===== src/rtl/core/fsp_pkg.sv =====
// Types and constants of the format spec parser.
package fsp_pkg;

    typedef struct packed {
        logic [7:0] ch;
        logic       last;
    } t_in_word;

    typedef struct packed {
        logic [1:0] kind;
        logic [7:0] char_out;
        logic       zero_fill;
        logic [7:0] field_width;
        logic [7:0] field_precision;
        logic [1:0] error_code;
        logic       end_of_format;
    } t_out_word;

    // parse states
    localparam logic [1:0] ST_TEXT  = 2'd0;
    localparam logic [1:0] ST_BEGIN = 2'd1;
    localparam logic [1:0] ST_SPEC  = 2'd2;

    typedef struct packed {
        logic [1:0] parse_state;
        logic       prec_mode;
        logic       zero_flag;
        logic       error_hold;
    } t_ctl;

    // result kinds
    localparam logic [1:0] KIND_LIT  = 2'd0;
    localparam logic [1:0] KIND_SPEC = 2'd1;
    localparam logic [1:0] KIND_ERR  = 2'd2;

    // error codes
    localparam logic [1:0] ERR_PCT_END  = 2'd0;
    localparam logic [1:0] ERR_BAD_CHAR = 2'd1;
    localparam logic [1:0] ERR_UNTERM   = 2'd2;

    localparam logic [7:0] CH_PERCENT = 8'h25;
    localparam logic [7:0] CH_DOT     = 8'h2E;
    localparam logic [7:0] CH_ZERO    = 8'h30;
    localparam logic [7:0] CH_NINE    = 8'h39;
    localparam logic [7:0] CH_UP_A    = 8'h41;
    localparam logic [7:0] CH_UP_Z    = 8'h5A;
    localparam logic [7:0] CH_LO_A    = 8'h61;
    localparam logic [7:0] CH_LO_Z    = 8'h7A;

    localparam logic [7:0]  FIELD_MAX = 8'hFF;
    localparam int unsigned DEC_RADIX = 10;

endpackage


===== src/rtl/core/fsp_step.sv =====
// Next-state and result logic for one format character.
module fsp_step
    import fsp_pkg::*;
#(
    parameter int COUNT_BITS = 8
) (
    input  t_in_word              i_word,
    input  t_ctl                  i_ctl,
    input  logic [COUNT_BITS-1:0] i_width,
    input  logic [COUNT_BITS-1:0] i_prec,
    output t_ctl                  o_ctl,
    output logic [COUNT_BITS-1:0] o_width,
    output logic [COUNT_BITS-1:0] o_prec,
    output logic                  o_res_vld,
    output t_out_word             o_res
);

    localparam int ACCW = COUNT_BITS + 4;
    localparam int WIDE = (COUNT_BITS > 8) ? COUNT_BITS : 8;
    localparam logic [ACCW-1:0] ACC_MAX = ACCW'({COUNT_BITS{1'b1}});

    logic                  is_digit;
    logic                  is_alpha;
    logic [COUNT_BITS-1:0] acc_src;
    logic [ACCW-1:0]       acc_sum;
    logic [COUNT_BITS-1:0] acc_sat;
    logic [WIDE-1:0]       w_ext;
    logic [WIDE-1:0]       p_ext;
    logic [7:0]            w_clip;
    logic [7:0]            p_clip;
    logic                  do_err;
    logic [1:0]            err_code;

    assign is_digit = (i_word.ch >= CH_ZERO) && (i_word.ch <= CH_NINE);
    assign is_alpha = ((i_word.ch >= CH_UP_A) && (i_word.ch <= CH_UP_Z)) ||
                      ((i_word.ch >= CH_LO_A) && (i_word.ch <= CH_LO_Z));

    // one shared x10 + digit, saturating
    assign acc_src = i_ctl.prec_mode ? i_prec : i_width;
    assign acc_sum = {4'b0000, acc_src} * ACCW'(DEC_RADIX) + ACCW'(i_word.ch[3:0]);
    assign acc_sat = (acc_sum > ACC_MAX) ? {COUNT_BITS{1'b1}}
                                         : acc_sum[COUNT_BITS-1:0];

    assign w_ext  = WIDE'(i_width);
    assign p_ext  = WIDE'(i_prec);
    assign w_clip = (w_ext > WIDE'(FIELD_MAX)) ? FIELD_MAX : w_ext[7:0];
    assign p_clip = (p_ext > WIDE'(FIELD_MAX)) ? FIELD_MAX : p_ext[7:0];

    always_comb begin
        o_ctl     = i_ctl;
        o_width   = i_width;
        o_prec    = i_prec;
        o_res_vld = 1'b0;
        do_err    = 1'b0;
        err_code  = ERR_PCT_END;
        o_res                 = '0;
        o_res.char_out        = i_word.ch;
        o_res.end_of_format   = i_word.last;

        priority if (i_ctl.error_hold) begin
            // drop everything up to the last character of the string
            if (i_word.last) begin
                o_ctl.error_hold  = 1'b0;
                o_ctl.parse_state = ST_TEXT;
                o_ctl.prec_mode   = 1'b0;
            end
        end else if (i_ctl.parse_state != ST_BEGIN && i_ctl.parse_state != ST_SPEC) begin
            o_ctl.parse_state = ST_TEXT;
            if (i_word.ch == CH_PERCENT) begin
                if (i_word.last) begin
                    do_err   = 1'b1;
                    err_code = ERR_PCT_END;
                end else begin
                    o_ctl.parse_state = ST_BEGIN;
                    o_ctl.prec_mode   = 1'b0;
                    o_ctl.zero_flag   = 1'b0;
                    o_width           = '0;
                    o_prec            = '0;
                end
            end else begin
                o_res_vld  = 1'b1;
                o_res.kind = KIND_LIT;
            end
        end else if (i_ctl.parse_state == ST_BEGIN && i_word.ch == CH_PERCENT) begin
            o_ctl.parse_state = ST_TEXT;
            o_res_vld         = 1'b1;
            o_res.kind        = KIND_LIT;
        end else if (i_ctl.parse_state == ST_BEGIN && i_word.ch == CH_ZERO) begin
            o_ctl.zero_flag   = 1'b1;
            o_ctl.parse_state = ST_SPEC;
            if (i_word.last) begin
                do_err   = 1'b1;
                err_code = ERR_UNTERM;
            end
        end else begin
            o_ctl.parse_state = ST_SPEC;
            priority if (i_word.ch == CH_DOT) begin
                o_ctl.prec_mode = 1'b1;
                if (i_word.last) begin
                    do_err   = 1'b1;
                    err_code = ERR_UNTERM;
                end
            end else if (is_digit) begin
                if (i_ctl.prec_mode) begin
                    o_prec = acc_sat;
                end else begin
                    o_width = acc_sat;
                end
                if (i_word.last) begin
                    do_err   = 1'b1;
                    err_code = ERR_UNTERM;
                end
            end else if (is_alpha) begin
                o_ctl.parse_state     = ST_TEXT;
                o_ctl.prec_mode       = 1'b0;
                o_res_vld             = 1'b1;
                o_res.kind            = KIND_SPEC;
                o_res.zero_fill       = i_ctl.zero_flag;
                o_res.field_width     = w_clip;
                o_res.field_precision = p_clip;
            end else begin
                do_err   = 1'b1;
                err_code = ERR_BAD_CHAR;
            end
        end

        if (do_err) begin
            o_ctl.parse_state = ST_TEXT;
            o_ctl.prec_mode   = 1'b0;
            o_ctl.error_hold  = ~i_word.last;
            o_res_vld         = 1'b1;
            o_res.kind        = KIND_ERR;
            o_res.error_code  = err_code;
        end
    end

endmodule


===== src/rtl/core/format_spec_parser_core.sv =====
// Format spec parser: printf-style format characters in, literal/spec/error words out.
//
// Input channel: i_in_valid / o_in_stall carry one character word (ch, last)
// per accepted cycle. Output channel: o_out_valid / i_out_stall carry a result
// word (literal character, completed specifier or error). A character makes
// zero or one result; a '%' that opens a specifier, digits and '.' that do not end
// the string, and characters dropped after an error make none.
// A word accepted into the input register is decoded by fsp_step into the output
// register, which drives o_out_valid. Throughput is one character per clock while
// the output is not held by a stall, set by the single decode stage between the two
// registers.
// Reset (synchronous, active low) empties both registers and returns the
// parser to free text with no error hold.
// When the receiver stalls, the output word holds; the input register still
// drains characters that make no result, and o_in_stall rises only once a
// result-bearing character waits behind the held output word.
module format_spec_parser_core
    import fsp_pkg::*;
#(
    parameter int COUNT_BITS = 8
) (
    input  logic      i_clk,
    input  logic      i_rst_n,
    input  logic      i_in_valid,
    output logic      o_in_stall,
    input  t_in_word  i_in_word,
    output logic      o_out_valid,
    input  logic      i_out_stall,
    output t_out_word o_out_word
);

    logic                  r_in_vld;
    t_in_word              r_in_word;
    logic                  r_out_vld;
    t_out_word             r_out_word;
    t_ctl                  r_ctl;
    logic [COUNT_BITS-1:0] r_width;
    logic [COUNT_BITS-1:0] r_prec;

    t_ctl                  n_ctl;
    logic [COUNT_BITS-1:0] n_width;
    logic [COUNT_BITS-1:0] n_prec;
    logic                  res_vld;
    t_out_word             res;

    logic out_free;
    logic s1_go;
    logic accept_in;

    fsp_step #(
        .COUNT_BITS(COUNT_BITS)
    ) u_step (
        .i_word   (r_in_word),
        .i_ctl    (r_ctl),
        .i_width  (r_width),
        .i_prec   (r_prec),
        .o_ctl    (n_ctl),
        .o_width  (n_width),
        .o_prec   (n_prec),
        .o_res_vld(res_vld),
        .o_res    (res)
    );

    assign out_free   = ~r_out_vld | ~i_out_stall;
    assign s1_go      = r_in_vld & (~res_vld | out_free);
    assign o_in_stall = r_in_vld & ~s1_go;
    assign accept_in  = i_in_valid & ~o_in_stall;

    always_ff @(posedge i_clk) begin
        if (!i_rst_n) begin
            r_in_vld  <= 1'b0;
            r_out_vld <= 1'b0;
            r_ctl     <= '{parse_state: ST_TEXT, default: 1'b0};
            r_width   <= '0;
            r_prec    <= '0;
        end else begin
            if (accept_in) begin
                r_in_vld <= 1'b1;
            end else if (s1_go) begin
                r_in_vld <= 1'b0;
            end

            if (s1_go) begin
                r_ctl   <= n_ctl;
                r_width <= n_width;
                r_prec  <= n_prec;
            end

            if (s1_go && res_vld) begin
                r_out_vld <= 1'b1;
            end else if (out_free) begin
                r_out_vld <= 1'b0;
            end
        end
    end

    always_ff @(posedge i_clk) begin
        if (accept_in) begin
            r_in_word <= i_in_word;
        end
        if (s1_go && res_vld) begin
            r_out_word <= res;
        end
    end

    assign o_out_valid = r_out_vld;
    assign o_out_word  = r_out_word;

endmodule


===== config.mk =====
export PLATFORM = sky130hd
export DESIGN_NAME = format_spec_parser_core
export DESIGN_NICKNAME = d
export VERILOG_FILES = /design/src/rtl/core/fsp_pkg.sv /design/src/rtl/core/fsp_step.sv /design/src/rtl/core/format_spec_parser_core.sv
export SDC_FILE = /design/constraint.sdc
export NUM_CORES = 1
export LEC_CHECK = 0
export ABC_AREA = 1
export BUFFER_PORTS_ARGS = -buffer_cell sky130_fd_sc_hd__buf_2
export CAP_MARGIN = 20
export CORE_UTILIZATION = 41
export CTS_CLUSTER_DIAMETER = 200
export DETAILED_ROUTE_END_ITERATION = 16
export SLEW_MARGIN = 10
export SYNTH_ARGS = -nofsm -noshare
export SYNTH_HDL_FRONTEND = slang
export SYNTH_SLANG_ARGS = --single-unit

===== constraint.sdc =====
create_clock -name i_clk -period 3 [get_ports i_clk]
set_clock_uncertainty 0.2 [all_clocks]
set_input_delay 0 -clock i_clk [delete_from_list [all_inputs] [get_ports i_clk]]
set_output_delay 0 -clock i_clk [all_outputs]
set_load 0.05 [all_outputs]

==> flow_summary_export.csv <==
group,metric,value,unit
sta,tightest_slew,0.450,ns
yosys,synthCells,403,
critical_path,r2r_end,"r_prec[2]",
clock_network,cts.sinks,62,
global_routing,grt_usage,19.3,%
yosys,post-synth-top-count-cell,"nand2_1",
pwr,comb_power_share,15.2,%
yosys,yosys.area.top_type,"edfxtp_1",
sta,finalHoldViolCount,0,
global_routing,grt_max_degree,19,
critical_path,worst_r2r_path_depth,15,
place,numPortBuffers,44,
yosys,synth_common_cells,"81 x nand2_1, 58 x inv_1, 51 x nor2_1",
clock_network,htree_levels,3,
floorplan,ios,45,
floorplan,chipHeight,93.4,microns
hold_path,hp-class,"primary input to flip-flop",
layout,nNetsFinal,538,
yosys,syn_avg_cell_area,8.49,sq um
pwr,seq_power_share,43.7,%
detailed_routing,drc_errors,0,
global_routing,grt-ovfl-total,0,
detailed_routing,drt_iter0_drc,121,
yosys,syn_area,0.00342,sq mm
critical_path,worst_setup_path_start_kind,"flip-flop",
run_status,status,"finished, violations left",
detailed_routing,viasPerCell,4.86,
sta,finalSetupViolCount,2,
yosys,synth-async-reset-ratio,0,%
yosys,synth_top_flop_cell,"edfxtp_1",
critical_path,reg2reg_slack,-0.01,ns
pwr,finalPower,0.00221,W
floorplan,rows,32,
floorplan,dieWidth,93.4,microns
detailed_routing,vias,2986,
pwr,p_clk_share,41.1,%
floorplan,fp.dieArea,0.00872,sq mm
yosys,ys_ff_latch,62,
clock_network,cts_made_buffers,9,
floorplan,start_util,43.4,%
yosys,synth_top_area_share,34.2,%
pwr,switching_share,28.1,%
pwr,leakage,2.13,nW
yosys,synth_fp_nets,434,
critical_path,startpoint,"r_ctl[2]",
place,dp_hpwl,5310,microns
critical_path,crit_required,3.04,ns
detailed_routing,wl_met1,3430,microns
place,place.gp.congestion,0.880,
run,cap_violations,0,
critical_path,crit_path_max_fanout,8,
detailed_routing,met3_length,283,microns
floorplan,coreArea,0.00789,sq mm
global_routing,grt_pass1_wl,13000,microns
run_status,violations,"setup timing",
clock_network,clk_root_buffer_cell,"clkbuf_8",
critical_path,worst_setup_path_end_kind,"flip-flop",
global_routing,antenna_found_initial,0,
clock_network,cts_buffer_depth,2,
detailed_routing,wl_met2,3940,microns
sta,setup_ws,-0.0108,ns
clock_network,cts_tree,"built",
critical_path,cp_data_arrival_time,3.05,ns
critical_path,setup.worst_path.class,"flip-flop to flip-flop",
clock_network,insertion_delay,0.35,ns
sta,hold_slack,0.160,ns
layout,syn2layout_area_growth,35.9,%
sta,maxSlewViolCount,0,
sta,min_period_over_period,100,%
critical_path,rr_startpoint,"r_ctl[2]",
layout,drive_above_1_share,33.0,%
detailed_routing,first_pass_iters,4,
detailed_routing,drt-wirelength-per-cell,12.8,microns
sta,rsz0062_at_grt,"true",
sta,fin_crit,3.01,ns
yosys,synth_edf_count,39,
yosys,yosys_warnings,0,
detailed_routing,dr.max_layer_used,"met4",
clock_network,cts.clk_slew.worst_paths,0.08,ns
global_routing,grt_pass1_vias,2916,
pwr,p_sw,0.000621,W
detailed_routing,wl,7840,microns
yosys,yosysSeqAreaShare,47.7,%
hold_path,holdPathStages,2,
pwr,vdd_drop_max,269,uV
sta,clock.fmax,332,MHz
pwr,powerDensity,476,mW/mm^2
critical_path,crit_path_end,"r_prec[2]",
yosys,synth_cell_types,38,
layout,diodes,0,
pwr,intPower,0.00159,W
sta,relSlewSlack,69.9,%
detailed_routing,postRouteAntennaNets,0,
yosys,synthTopCellsByArea,"edfxtp_1 34%, dfxtp_1 13%, nand2_1 8.9%",
==> layout make-up <==
cell class / count / area, sq um
repair buffers: 101 / 718
inverters: 66 / 248
clock inverters: 6 / 97.6
clock buffers: 10 / 149
fillers: 685 / 3240
well taps: 102 / 128
multi-input cells: 267 / 1680
flip-flops and latches: 62 / 1630
==> what timing repair did <==
action | CTS | global route
buffers inserted | 4 | 16
hold endpoints to repair | 32 | 0
cloned | 0 | 0
endpoints found under the setup margin | 16 | 20
hold buffers | 22 | 0
pin swaps | 14 | 27
gates resized for setup | 16 | 37
==> per-layer routing <==
metal,up-vias,track usage (%)
met5,-,0
met1,1372,22.5
met3,19,4.31
met2,80,33.8
met4,0,8.59
li1,1515,-
==> registers in the layout, indices dropped and copies added, names as in the netlist <==
register,count
r_width,8
r_in_vld,1
o_out_word,30
o_out_valid,1
r_in_word,9
r_prec,8
r_ctl,5
==> power by group through the flow <==
stage                     sequential (W)  combinational, W  clock [W]
after floorplan                  0.00106          0.000143          0
after global placement          0.000985          0.000277          0
after detailed placement        0.000985          0.000279          0
after CTS                       0.000967          0.000307   0.000926
after global routing            0.000971          0.000365   0.000968
final                           0.000967          0.000336   0.000909
==> cells by family (layout without fill, tap and decap cells) <==
family,after synthesis,count (layout),synth area share [%]
flip-flops,62,62,47.7
AND/OR/NAND/NOR,194,194,26.3
XOR/XNOR,6,6,1.54
adder cells (fa/ha/maj),18,18,7.02
AO/OA/AOI/OAI,49,49,8.70
buffers and inverters,74,183,8.74
==> worst min-delay path by stage <==
stage                         endpoint          from
after detailed placement  r_in_word[7]  i_in_word[7]
final                     r_in_word[6]  i_in_word[6]
after global routing      r_in_word[0]  i_in_word[0]
after CTS                 r_in_word[6]  i_in_word[6]
after global placement    r_in_word[7]  i_in_word[7]
after floorplan           r_in_word[0]  i_in_word[0]
==> layout by cell type (no fill, tap or decap), types with 3 or more instances in the layout <==
master and count:
inv_1 52, edfxtp_1 39, buf_2 44, nor2_2 5, nor2_1 48, ha_1 15, o21ai_1 8, dfxtp_1 22
nand3_2 10, inv_2 13, xor2_1 3, nor3_1 6, nand3_1 16, nor2_4 4, nand4_1 7, nand2_1 74
a21oi_1 15, nand2_2 13, o21ai_2 5, clkbuf_8 9, buf_6 4, buf_4 31, o21ai_0 7, a21oi_2 4
nand2_4 7, dlygate4sd3_1 22
==> stage by stage <==
| stage | area [sq um] | instances | util [%] | setup WS (ns) | TNS, ns |
|---|---|---|---|---|---|
| detailed placement | 3880 | 558 | 49.3 | -0.104 | -0.973 |
| floorplan | 3470 | 403 | - | 0.00861 | 0 |
| global route | 4650 | 614 | 59.0 | -0.185 | -2.15 |
| CTS | 4420 | 598 | 56.0 | -0.00271 | -0.00271 |
| finish | 4650 | 614 | 59.0 | -0.0108 | -0.0112 |
| global placement | 3880 | 558 | 49.3 | -0.0822 | -0.322 |
==> worst max-delay path, stage by stage (launching register included) <==
cell and delay, ns:
dfxtp_2 0.33, buf_6 0.14, nand2_4 0.07, o21ai_4 0.06, ha_1 0.29, ha_2 0.19, fa_2 0.56, nand4_1 0.18
nor2_4 0.21, nand2_2 0.10, o221ai_4 0.14, nand3b_1 0.12, nand2_1 0.08, inv_2 0.05, nor2_1 0.12, nor2_1 0.07
(Power assumes the default switching activity.)
